$ cat src/hw/rtl/lpom_pkg.sv
// Shared types and constants of the low-pulse occupancy meter.
package lpom_pkg;

  // Number of sensor channels that hold state.
  localparam int NUM_CHANNELS = 2;

  // Field widths.
  localparam int TimeW = 32;
  localparam int ScaleW = 10;
  localparam int ProdW = TimeW + ScaleW;

  // Occupancy scale factor.
  localparam logic [ScaleW-1:0] OccScale = ScaleW'(1000);

  // Command codes.
  typedef enum logic [1:0] {
    CMD_EDGE  = 2'd0,
    CMD_READ  = 2'd1,
    CMD_START = 2'd2,
    CMD_STOP  = 2'd3
  } cmd_t;

  // Read sequencer states.
  typedef enum logic [1:0] {
    ST_IDLE,
    ST_LAUNCH,
    ST_DIV,
    ST_DONE
  } state_t;

endpackage

$ cat src/hw/rtl/lpom_div.sv
// Iterative restoring divider, one quotient bit per cycle.
module lpom_div
  import lpom_pkg::*;
(
  input  logic             clk,
  input  logic             rst_n,
  input  logic             start,
  input  logic [ProdW-1:0] dividend,
  input  logic [TimeW-1:0] divisor,
  output logic             done,
  output logic [ProdW-1:0] quotient
);

  localparam int CntW = $clog2(ProdW + 1);

  logic [TimeW-1:0] rem_r;
  logic [ProdW-1:0] quo_r;
  logic [TimeW-1:0] div_r;
  logic [CntW-1:0]  cnt_r;
  logic             done_r;
  logic [TimeW:0]   shifted;
  logic [TimeW:0]   diff;
  logic             fits;

  // One trial subtraction of the shifted remainder.
  always_comb begin
    shifted = {rem_r, quo_r[ProdW-1]};
    diff    = shifted - {1'b0, div_r};
    fits    = (shifted >= {1'b0, div_r});
  end

  // Control: the count runs down from the dividend width to zero.
  always_ff @(posedge clk) begin
    if (!rst_n) begin
      cnt_r  <= '0;
      done_r <= 1'b0;
    end else begin
      done_r <= 1'b0;
      if (start) begin
        cnt_r <= CntW'(ProdW);
      end else if (cnt_r != '0) begin
        cnt_r <= cnt_r - CntW'(1);
        if (cnt_r == CntW'(1)) begin
          done_r <= 1'b1;
        end
      end
    end
  end

  // Datapath: remainder and quotient shift register.
  always_ff @(posedge clk) begin
    if (start) begin
      rem_r <= '0;
      quo_r <= dividend;
      div_r <= divisor;
    end else if (cnt_r != '0) begin
      rem_r <= fits ? diff[TimeW-1:0] : shifted[TimeW-1:0];
      quo_r <= {quo_r[ProdW-2:0], fits};
    end
  end

  assign done     = done_r;
  assign quotient = quo_r;

endmodule

$ cat src/hw/rtl/low_pulse_occupancy_meter.sv
// Top level of the two-channel low-pulse occupancy meter.
// Pin edges, start and stop take effect in the cycle they are accepted and
// give no result. A read of an active channel passes through LAUNCH, DIV and
// DONE to a waiting result. The 42-bit product of 1000 and the low total is
// registered at the accept edge. LAUNCH then starts the shared bit-serial
// divider, DIV waits for its registered done flag, and DONE delivers the
// result. A read while stopped or of a zero window skips the divider. The
// block takes no new request while a read is in the divider. It does take a
// request while a finished result waits on the output register. A second
// finished read holds the input off until that register frees up.
module low_pulse_occupancy_meter
  import lpom_pkg::*;
(
  input  logic             clk,
  input  logic             rst_n,
  input  logic             in_valid,
  output logic             in_ready,
  input  logic [1:0]       in_cmd,
  input  logic             in_channel,
  input  logic             in_pin_level,
  input  logic [TimeW-1:0] in_now_us,
  input  logic [TimeW-1:0] in_now_ms,
  output logic             out_valid,
  input  logic             out_ready,
  output logic             out_channel,
  output logic [TimeW-1:0] out_occupancy,
  output logic             out_zero_window,
  output logic             out_was_active
);

  state_t           state_r, state_nxt;
  logic [TimeW-1:0] start_us_r [NUM_CHANNELS];
  logic [TimeW-1:0] total_r    [NUM_CHANNELS];
  logic [TimeW-1:0] mark_r     [NUM_CHANNELS];
  logic             active_r;

  logic [ProdW-1:0] prod_r;
  logic [TimeW-1:0] window_r;
  logic             ch_r;
  logic             do_div_r;
  logic             was_active_r;

  logic             out_valid_r;
  logic             out_ch_r;
  logic [TimeW-1:0] out_occ_r;
  logic             out_zw_r;
  logic             out_act_r;

  logic             accept;
  logic             ch_ok;
  cmd_t             cmd;
  logic [TimeW-1:0] window;
  logic             div_start;
  logic             div_done;
  logic [ProdW-1:0] quotient;
  logic [TimeW-1:0] occ_div;
  logic             out_free;
  logic             load_out;

  assign cmd      = cmd_t'(in_cmd);
  assign in_ready = (state_r == ST_IDLE);
  assign accept   = in_valid && in_ready;
  assign ch_ok    = (32'(in_channel) < NUM_CHANNELS);
  assign window   = in_now_ms - mark_r[in_channel];
  assign out_free = !out_valid_r || out_ready;

  // Saturate the quotient to 32 bits.
  assign occ_div = (quotient[ProdW-1:TimeW] != '0) ? '1 : quotient[TimeW-1:0];

  // Per-channel state and the active flag.
  always_ff @(posedge clk) begin
    if (!rst_n) begin
      active_r <= 1'b0;
      for (int i = 0; i < NUM_CHANNELS; i++) begin
        start_us_r[i] <= '0;
        total_r[i]    <= '0;
        mark_r[i]     <= '0;
      end
    end else if (accept) begin
      case (cmd)
        CMD_EDGE: begin
          if (active_r && ch_ok) begin
            if (!in_pin_level) begin
              start_us_r[in_channel] <= in_now_us;
            end else begin
              total_r[in_channel] <= total_r[in_channel]
                                     + (in_now_us - start_us_r[in_channel]);
            end
          end
        end
        CMD_READ: begin
          if (active_r && ch_ok) begin
            mark_r[in_channel]  <= in_now_ms;
            total_r[in_channel] <= '0;
          end
        end
        CMD_START: begin
          active_r <= 1'b1;
          for (int i = 0; i < NUM_CHANNELS; i++) begin
            total_r[i] <= '0;
            mark_r[i]  <= in_now_ms;
          end
        end
        default: begin
          active_r <= 1'b0;
        end
      endcase
    end
  end

  // Capture the operands of a read; the product gets its own register.
  always_ff @(posedge clk) begin
    if (accept && cmd == CMD_READ) begin
      prod_r       <= ProdW'(total_r[in_channel]) * ProdW'(OccScale);
      window_r     <= window;
      ch_r         <= in_channel;
      do_div_r     <= active_r && ch_ok;
      was_active_r <= active_r;
    end
  end

  // Read sequencer state register.
  always_ff @(posedge clk) begin
    if (!rst_n) begin
      state_r <= ST_IDLE;
    end else begin
      state_r <= state_nxt;
    end
  end

  // Read sequencer next state and divider launch.
  always_comb begin
    state_nxt = state_r;
    div_start = 1'b0;
    load_out  = 1'b0;
    case (state_r)
      ST_IDLE: begin
        if (accept && cmd == CMD_READ) begin
          state_nxt = ST_LAUNCH;
        end
      end
      ST_LAUNCH: begin
        if (do_div_r && window_r != '0) begin
          div_start = 1'b1;
          state_nxt = ST_DIV;
        end else begin
          state_nxt = ST_DONE;
        end
      end
      ST_DIV: begin
        if (div_done) begin
          state_nxt = ST_DONE;
        end
      end
      ST_DONE: begin
        if (out_free) begin
          load_out  = 1'b1;
          state_nxt = ST_IDLE;
        end
      end
      default: begin
        state_nxt = ST_IDLE;
      end
    endcase
  end

  lpom_div u_div (
    .clk      (clk),
    .rst_n    (rst_n),
    .start    (div_start),
    .dividend (prod_r),
    .divisor  (window_r),
    .done     (div_done),
    .quotient (quotient)
  );

  // Output register control.
  always_ff @(posedge clk) begin
    if (!rst_n) begin
      out_valid_r <= 1'b0;
    end else if (load_out) begin
      out_valid_r <= 1'b1;
    end else if (out_ready) begin
      out_valid_r <= 1'b0;
    end
  end

  // Output register payload.
  always_ff @(posedge clk) begin
    if (load_out) begin
      out_ch_r  <= ch_r;
      out_act_r <= was_active_r;
      if (!do_div_r) begin
        out_occ_r <= '0;
        out_zw_r  <= 1'b0;
      end else if (window_r == '0) begin
        out_occ_r <= '1;
        out_zw_r  <= 1'b1;
      end else begin
        out_occ_r <= occ_div;
        out_zw_r  <= 1'b0;
      end
    end
  end

  assign out_valid       = out_valid_r;
  assign out_channel     = out_ch_r;
  assign out_occupancy   = out_occ_r;
  assign out_zero_window = out_zw_r;
  assign out_was_active  = out_act_r;

  // The divider only finishes while the sequencer waits on it.
  a_div_done_in_div: assert property (@(posedge clk) disable iff (!rst_n)
    div_done |-> state_r == ST_DIV)
    else $error("divider finished outside the divide state");

  // A launch always follows an accepted read.
  a_launch_after_read: assert property (@(posedge clk) disable iff (!rst_n)
    state_r == ST_LAUNCH |-> $past(accept) && $past(cmd == CMD_READ))
    else $error("launch without an accepted read");

  // A zero window can only be flagged for an active read.
  a_zw_active: assert property (@(posedge clk) disable iff (!rst_n)
    out_valid && out_zero_window |-> out_was_active)
    else $error("zero window flagged on an inactive read");

  // An inactive read reports zero occupancy.
  a_inactive_zero: assert property (@(posedge clk) disable iff (!rst_n)
    out_valid && !out_was_active |-> out_occupancy == '0)
    else $error("nonzero occupancy on an inactive read");

endmodule
$ cat config.mk
export PLATFORM = sky130hd
export DESIGN_NAME = low_pulse_occupancy_meter
export DESIGN_NICKNAME = d
export VERILOG_FILES = /design/src/hw/rtl/lpom_pkg.sv /design/src/hw/rtl/lpom_div.sv /design/src/hw/rtl/low_pulse_occupancy_meter.sv
export SDC_FILE = /design/constraint.sdc
export NUM_CORES = 1
export LEC_CHECK = 0
export ABC_AREA = 1
export BUFFER_PORTS_ARGS = -buffer_cell sky130_fd_sc_hd__buf_2
export CAP_MARGIN = 30
export CORE_ASPECT_RATIO = 1.75
export CORE_UTILIZATION = 42
export DETAILED_ROUTE_END_ITERATION = 7
export PLACE_DENSITY = 0.64
export REMOVE_ABC_BUFFERS = 1
export SETUP_SLACK_MARGIN = 0.2
export SLEW_MARGIN = 25
export SYNTH_ARGS = -nofsm -noshare
export SYNTH_HDL_FRONTEND = slang
export SYNTH_HIERARCHICAL = 1
export SYNTH_SLANG_ARGS = --single-unit
$ cat constraint.sdc
create_clock -name clk -period 7.3 [get_ports clk]
set_input_delay 1.46 -clock clk [delete_from_list [all_inputs] [get_ports clk]]
set_output_delay 1.46 -clock clk [all_outputs]
set_load 0.02 [all_outputs]
== After elaboration in Yosys (flattened, before gate mapping) ==
Memory sizes are Yosys's and may differ from the RTL's.
Index checks and enable logic that the tools add are counted.
Word-level totals
  bits in registers: 225
  memories kept: 3
  logic and storage cells: 123
  RAM bits: 192
Operators by class
  multiplexer cells: 57
  order comparisons: 1
  reductions and logical operators: 21
  multiply operators: 1
  bitwise gates (word level): 8
  add/subtract/negate cells: 5
  equal/unequal tests: 9
Memory list
  mark_r: words 2, bits a word 32, rd ports 1, clocked after memory_dff 0, write ports 2, RTL line low_pulse_occupancy_meter.sv:34  | logic [TimeW-1:0] mark_r [NUM_CHANNELS];
  start_us_r: words 2, bits a word 32, rd ports 1, clocked after memory_dff 0, write ports 2, RTL line low_pulse_occupancy_meter.sv:32  | logic [TimeW-1:0] start_us_r [NUM_CHANNELS];
  total_r: words 2, bits a word 32, rd ports 1, clocked after memory_dff 0, write ports 2, RTL line low_pulse_occupancy_meter.sv:33  | logic [TimeW-1:0] total_r [NUM_CHANNELS];
Operators by type and width (count)
  $mux W32: 11
  $reduce_or A32 Y1: 3
  $sub A32 B32 Y32: 3
  $mux W42: 2
  $mul A32 B7 Y39 const B: 1
  $mux W1: 37
  $ge A33 B32 Y1: 1
  $add A32 B32 Y32: 1
  $logic_not A32 Y1: 1
  $reduce_bool A32 Y1: 1
  $mux W6: 2
  $reduce_bool A10 Y1: 1
  $pmux W2 S4: 1
  $eq A2 B2 Y1 const B: 3
  $eq A6 B1 Y1 const B: 1
  $mux W2: 3
  $reduce_bool A6 Y1: 1
  $sub A6 B1 Y6 const B: 1
  $or A1 B1 Y1: 5
  $eq A2 B1 Y1 const B: 2
  $logic_not A2 Y1: 2
  $ne A2 B1 Y1 const B: 2
  $reduce_bool A2 Y1: 2
  $reduce_or A2 Y1: 2
  9 further kinds: 13

== Longest topological paths before layout ==
  depth after elaboration: 9
  gate-level depth with buffers: 25
  gate-level depth less buffers: 23

== Modules after synthesis ==
Netlist, hierarchy kept.
By module, submodules not included
  low_pulse_occupancy_meter: times used 1, area an instance 23246.0 um^2, cells an instance 2679
  lpom_div: times used 1, area an instance 7558.5 um^2, cells an instance 1090

== Worst setup path after synthesis ==
Ideal clock, no wire load.
  kind: input port to flip-flop
  start point: in in_channel
  end point: reg prod_r[40], data pin
  path buffers: 2
  path slack: 1.213 ns
  stages: 19
  arrival: 5.835 ns
  cells stage by stage: buf_6 > clkbuf_1 > o21ai_0 > fa_1 > fa_1 > inv_1 > fa_1 > inv_1 > fa_1 > inv_1 > ha_1 > a21oi_1 > o21ai_0 > a21oi_1 > nor2_1 > nor2_1 > nand2_1 > nand2_1 > nand2_1
Between the ends
  longest elaborated chain between the ends: 2
RTL lines
  start: declaration: RTL line low_pulse_occupancy_meter.sv:19  | input logic in_channel,
  $mem_v2 Z2 W32
  $mul A32 B7 Y39: RTL line low_pulse_occupancy_meter.sv:114  | prod_r <= ProdW'(total_r[in_channel]) * ProdW'(OccScale);
  end signal: assignment: RTL line low_pulse_occupancy_meter.sv:114
  end: declaration: RTL line low_pulse_occupancy_meter.sv:37  | logic [ProdW-1:0] prod_r;
No other way between the ends.
A chain may end at the register's enable or synchronous reset.

== Worst setup path in the final report ==
  start point: in in_channel
  end point: reg prod_r[27], data pin
The elaborated chain is that of the path after synthesis.

==> impl_results.md <==
- Critical path capture point type: flip-flop
- Max layer used: met4
- CTS Root Cell: clkbuf_16
- Largest net degree at the start of global routing: 75
- Final total power: 14.5 mW
- WL met1: 29500 µm
- Critical Path End: prod_r[27]
- RR Startpoint: total_r[1][2]
- Final Max Tran Viols: 0
- First drt pass iteration count: 8
- CTS Buf Count: 44
- Yosys warns: 6
- # IOs: 109
- PD cells: 428 nW/µm²
- Post-synth top area cell: edfxtp_1
- CTS tree: yes
- Post-CTS Hold Buffers: 0
- Worst R2R Setup Slack: 2.17 ns
- Seq/Total Area, Yosys: 39.3%
- Crit path top cell by count: nand2_1
- Worst hold slack: 0.444 ns
- Vias in the first global route: 24775
- Startpoint Class: input pin
- Worst Tran Pin Value: 0.957 ns
- Met3 wire len: 2240 µm
- Flops & latches, synth: 417
- Die width: 207 µm
- Reg2Reg Depth: 21
- Slowest stage delay, CP: 0.58 ns
- Largest cells by area after synthesis: edfxtp_1 36%, nand2_1 13%, fa_1 9.8%
- Critical Path Fanout Max: 33
- Worst-path cell with the longest stage delay: fa_1
- Maximum VDD drop: 232 µV
- DR WL/cell: 16.5 µm
- Area Overhead vs Synth: 10.2%
- Leak: 16.8 nW
- CTS clk-pin slew, worst paths: 0.07 ns
- R2r endpoint: prod_r[27]
- HPWL after DPL: 64300 µm
- Clk_skew: 0.0310 ns
- Core Area: 72800 µm²
- Die H: 360 µm
- # setup viols final: 0
- Critical-path cell list: buf_4 -> inv_2 -> or2_2 -> o21ai_1 -> inv_1 -> fa_1 -> fa_1 -> inv_1 -> fa_1 -> fa_1 -> inv_1 -> ha_1 -> nand2_1 -> inv_1 -> nand2_1 -> nand2_1 -> nand2_1 -> nand3_2 -> a21o_1 -> nand2_1 -> nand2_1 -> nand2_1 -> nand2_1
- Layout cells sized above 1: 9.13%
- Post-synth ARST share: 0%
- Global placement routability congestion: 0.951
- Most used DFF post-synth: edfxtp_1
- Worst-Skew Late Latency: 0.62 ns
- DRT antenna net count: 0
- Total Nets Final: 4298
- Period utilization: 83.3%
- # port buffers: 108
- Setup Fix Bufs, Post-CTS: 0
- Post-synth EDFFs: 374
- WHS Path Cells: 0
- Slew headroom: 35.8%
- Failing checks: DRC
- Synth cell types: 51
- Num rows: 131
- Total gr overflow: 0
- Via count: 23944
- Placed Area: 32500 µm²
- Highest Clock Rate: 164 MHz
- DRT iter0 DRCs: 1068
- Type of the worst min-delay path: flip-flop to flip-flop
- CTS H-tree depth: 2
- Die ar.: 74500 µm²
- Area fraction of the dominant cell type after synthesis: 36.5%
- CP startpoint: in_channel
- Clock sinks: 417
- Crit path DAT: 6.44 ns
- Final instance area: 34000 µm²
- Final core utilization: 46.7%
- Initial Utilization: 42.3%
- RSZ-0062 raised after global routing: false
- Synthesized area per cell: 8.17 µm²
- Cell Area, Synth: 30800 µm²
- TNS Setup: 0 ns
- Min Tclk post-route: 6.08 ns
- Metal2 WL: 44500 µm
- Status: finished, violations left
- Max_cap viols: 0
- First-pass GRT wire length: 128000 µm
- Cts repair resizes: 0
- Total GRT Usage: 22.2%
- Hold Fails Final Rpt: 0
- Crit Path Category: input pin to flip-flop
- Antenna cell count: 0
- Mapped Cells: 3769
- Most frequent cell after synthesis: nand2_1
- WP data required: 7.65 ns
- DRC: 4
- Maximum root-to-sink buffer count: 3
- Routed WL: 80200 µm
- Commonest cells post-synth: 1036 x nand2_1, 698 x inv_1, 404 x nor2_1
- Via-to-Cell Ratio: 4.94
- Initial antenna violation count: 0
critical path, delay by kind of cell:
kind | cells | cell delay, ns
simple gates | 10 | 1.10
fa+ha+maj | 5 | 2.45
buf+inv | 6 | 0.75
compound gates | 2 | 0.62
logic make-up (layout without fill, tap and decap cells):
group / after synthesis / after routing / synth area share (%)
flip-flops: 417 / 417 / 39.3
buffers and inverters: 806 / 955 / 10.4
XOR/XNOR: 62 / 62 / 1.76
AND/OR/NAND/NOR: 1780 / 1780 / 24.2
AO/OA/AOI/OAI: 336 / 336 / 6.01
multiplexers: 29 / 29 / 0.942
adder cells (fa/ha/maj): 338 / 338 / 17.4
other: 1 / 3 / 0.0122
state kept, by name, indices dropped and copies added, names as in the netlist, 2 cells and up:
| signal | count |
|---|---|
| state_r | 2 |
| mark_r | 64 |
| out_occupancy | 32 |
| u_div/cnt_r | 6 |
| prod_r | 39 |
| window_r | 32 |
| start_us_r | 64 |
| u_div/rem_r | 32 |
| total_r | 64 |
| u_div/div_r | 32 |
| u_div/quotient | 42 |
cell type report:
class | instances | area (µm²)
fillers | 7271 | 38800
multi-input cells | 2548 | 15600
flip-flops and latches | 417 | 12100
inverters | 729 | 2740
clock buffers | 57 | 1170
well taps | 931 | 1160
repair buffers | 148 | 947
clock inverters | 21 | 282
layer usage:
metal | vias to the layer above | GRT usage (%)
li1 | 12081 | -
met1 | 11264 | 22.9
met2 | 417 | 43.5
met3 | 182 | 2.23
met4 | 0 | 10.6
met5 | - | 0
worst min-delay path by stage:
stage | from | endpoint | slack, ns
finish | window_r[10] | u_div/div_r[10] | 0.44
global route | window_r[10] | u_div/div_r[10] | 0.45
CTS | window_r[10] | u_div/div_r[10] | 0.44
detailed placement | window_r[12] | u_div/div_r[12] | 0.43
global placement | window_r[12] | u_div/div_r[12] | 0.43
floorplan | ch_r | out_channel | 0.40
per-stage QoR:
step | setup WS (ns) | std cells
after detailed placement | 0.514 | 4772
final | 1.22 | 4851
after global placement | 0.603 | 4766
after CTS | 1.19 | 4850
after global routing | 0.858 | 4851
after floorplan | 1.15 | 3694
where the power goes:
group / total, mW / internal (mW) / switching, mW
logic: 8.57 / 2.91 / 5.66
clock network: 2.30 / 1.29 / 1.01
registers: 3.68 / 3.44 / 0.237
layout by cell type (no fill, tap or decap), drive strengths merged, types with 6 or more instances in the layout:
| cell type | n |
|---|---|
| a21o | 13 |
| nor3 | 26 |
| ha | 187 |
| nand3 | 186 |
| clkbuf | 57 |
| or2 | 44 |
| nand4 | 18 |
| fa | 151 |
| nand3b | 14 |
| xnor2 | 11 |
| dfxtp | 43 |
| nor2 | 422 |
| buf | 148 |
| inv | 733 |
| mux2i | 29 |
| edfxtp | 374 |
| a31oi | 33 |
| nor4 | 6 |
| o21ai | 116 |
| clkinv | 8 |
| xor2 | 51 |
| nand2 | 1058 |
| o21a | 10 |
| a21oi | 154 |
No activity file was read; power rests on OpenSTA's default activity.
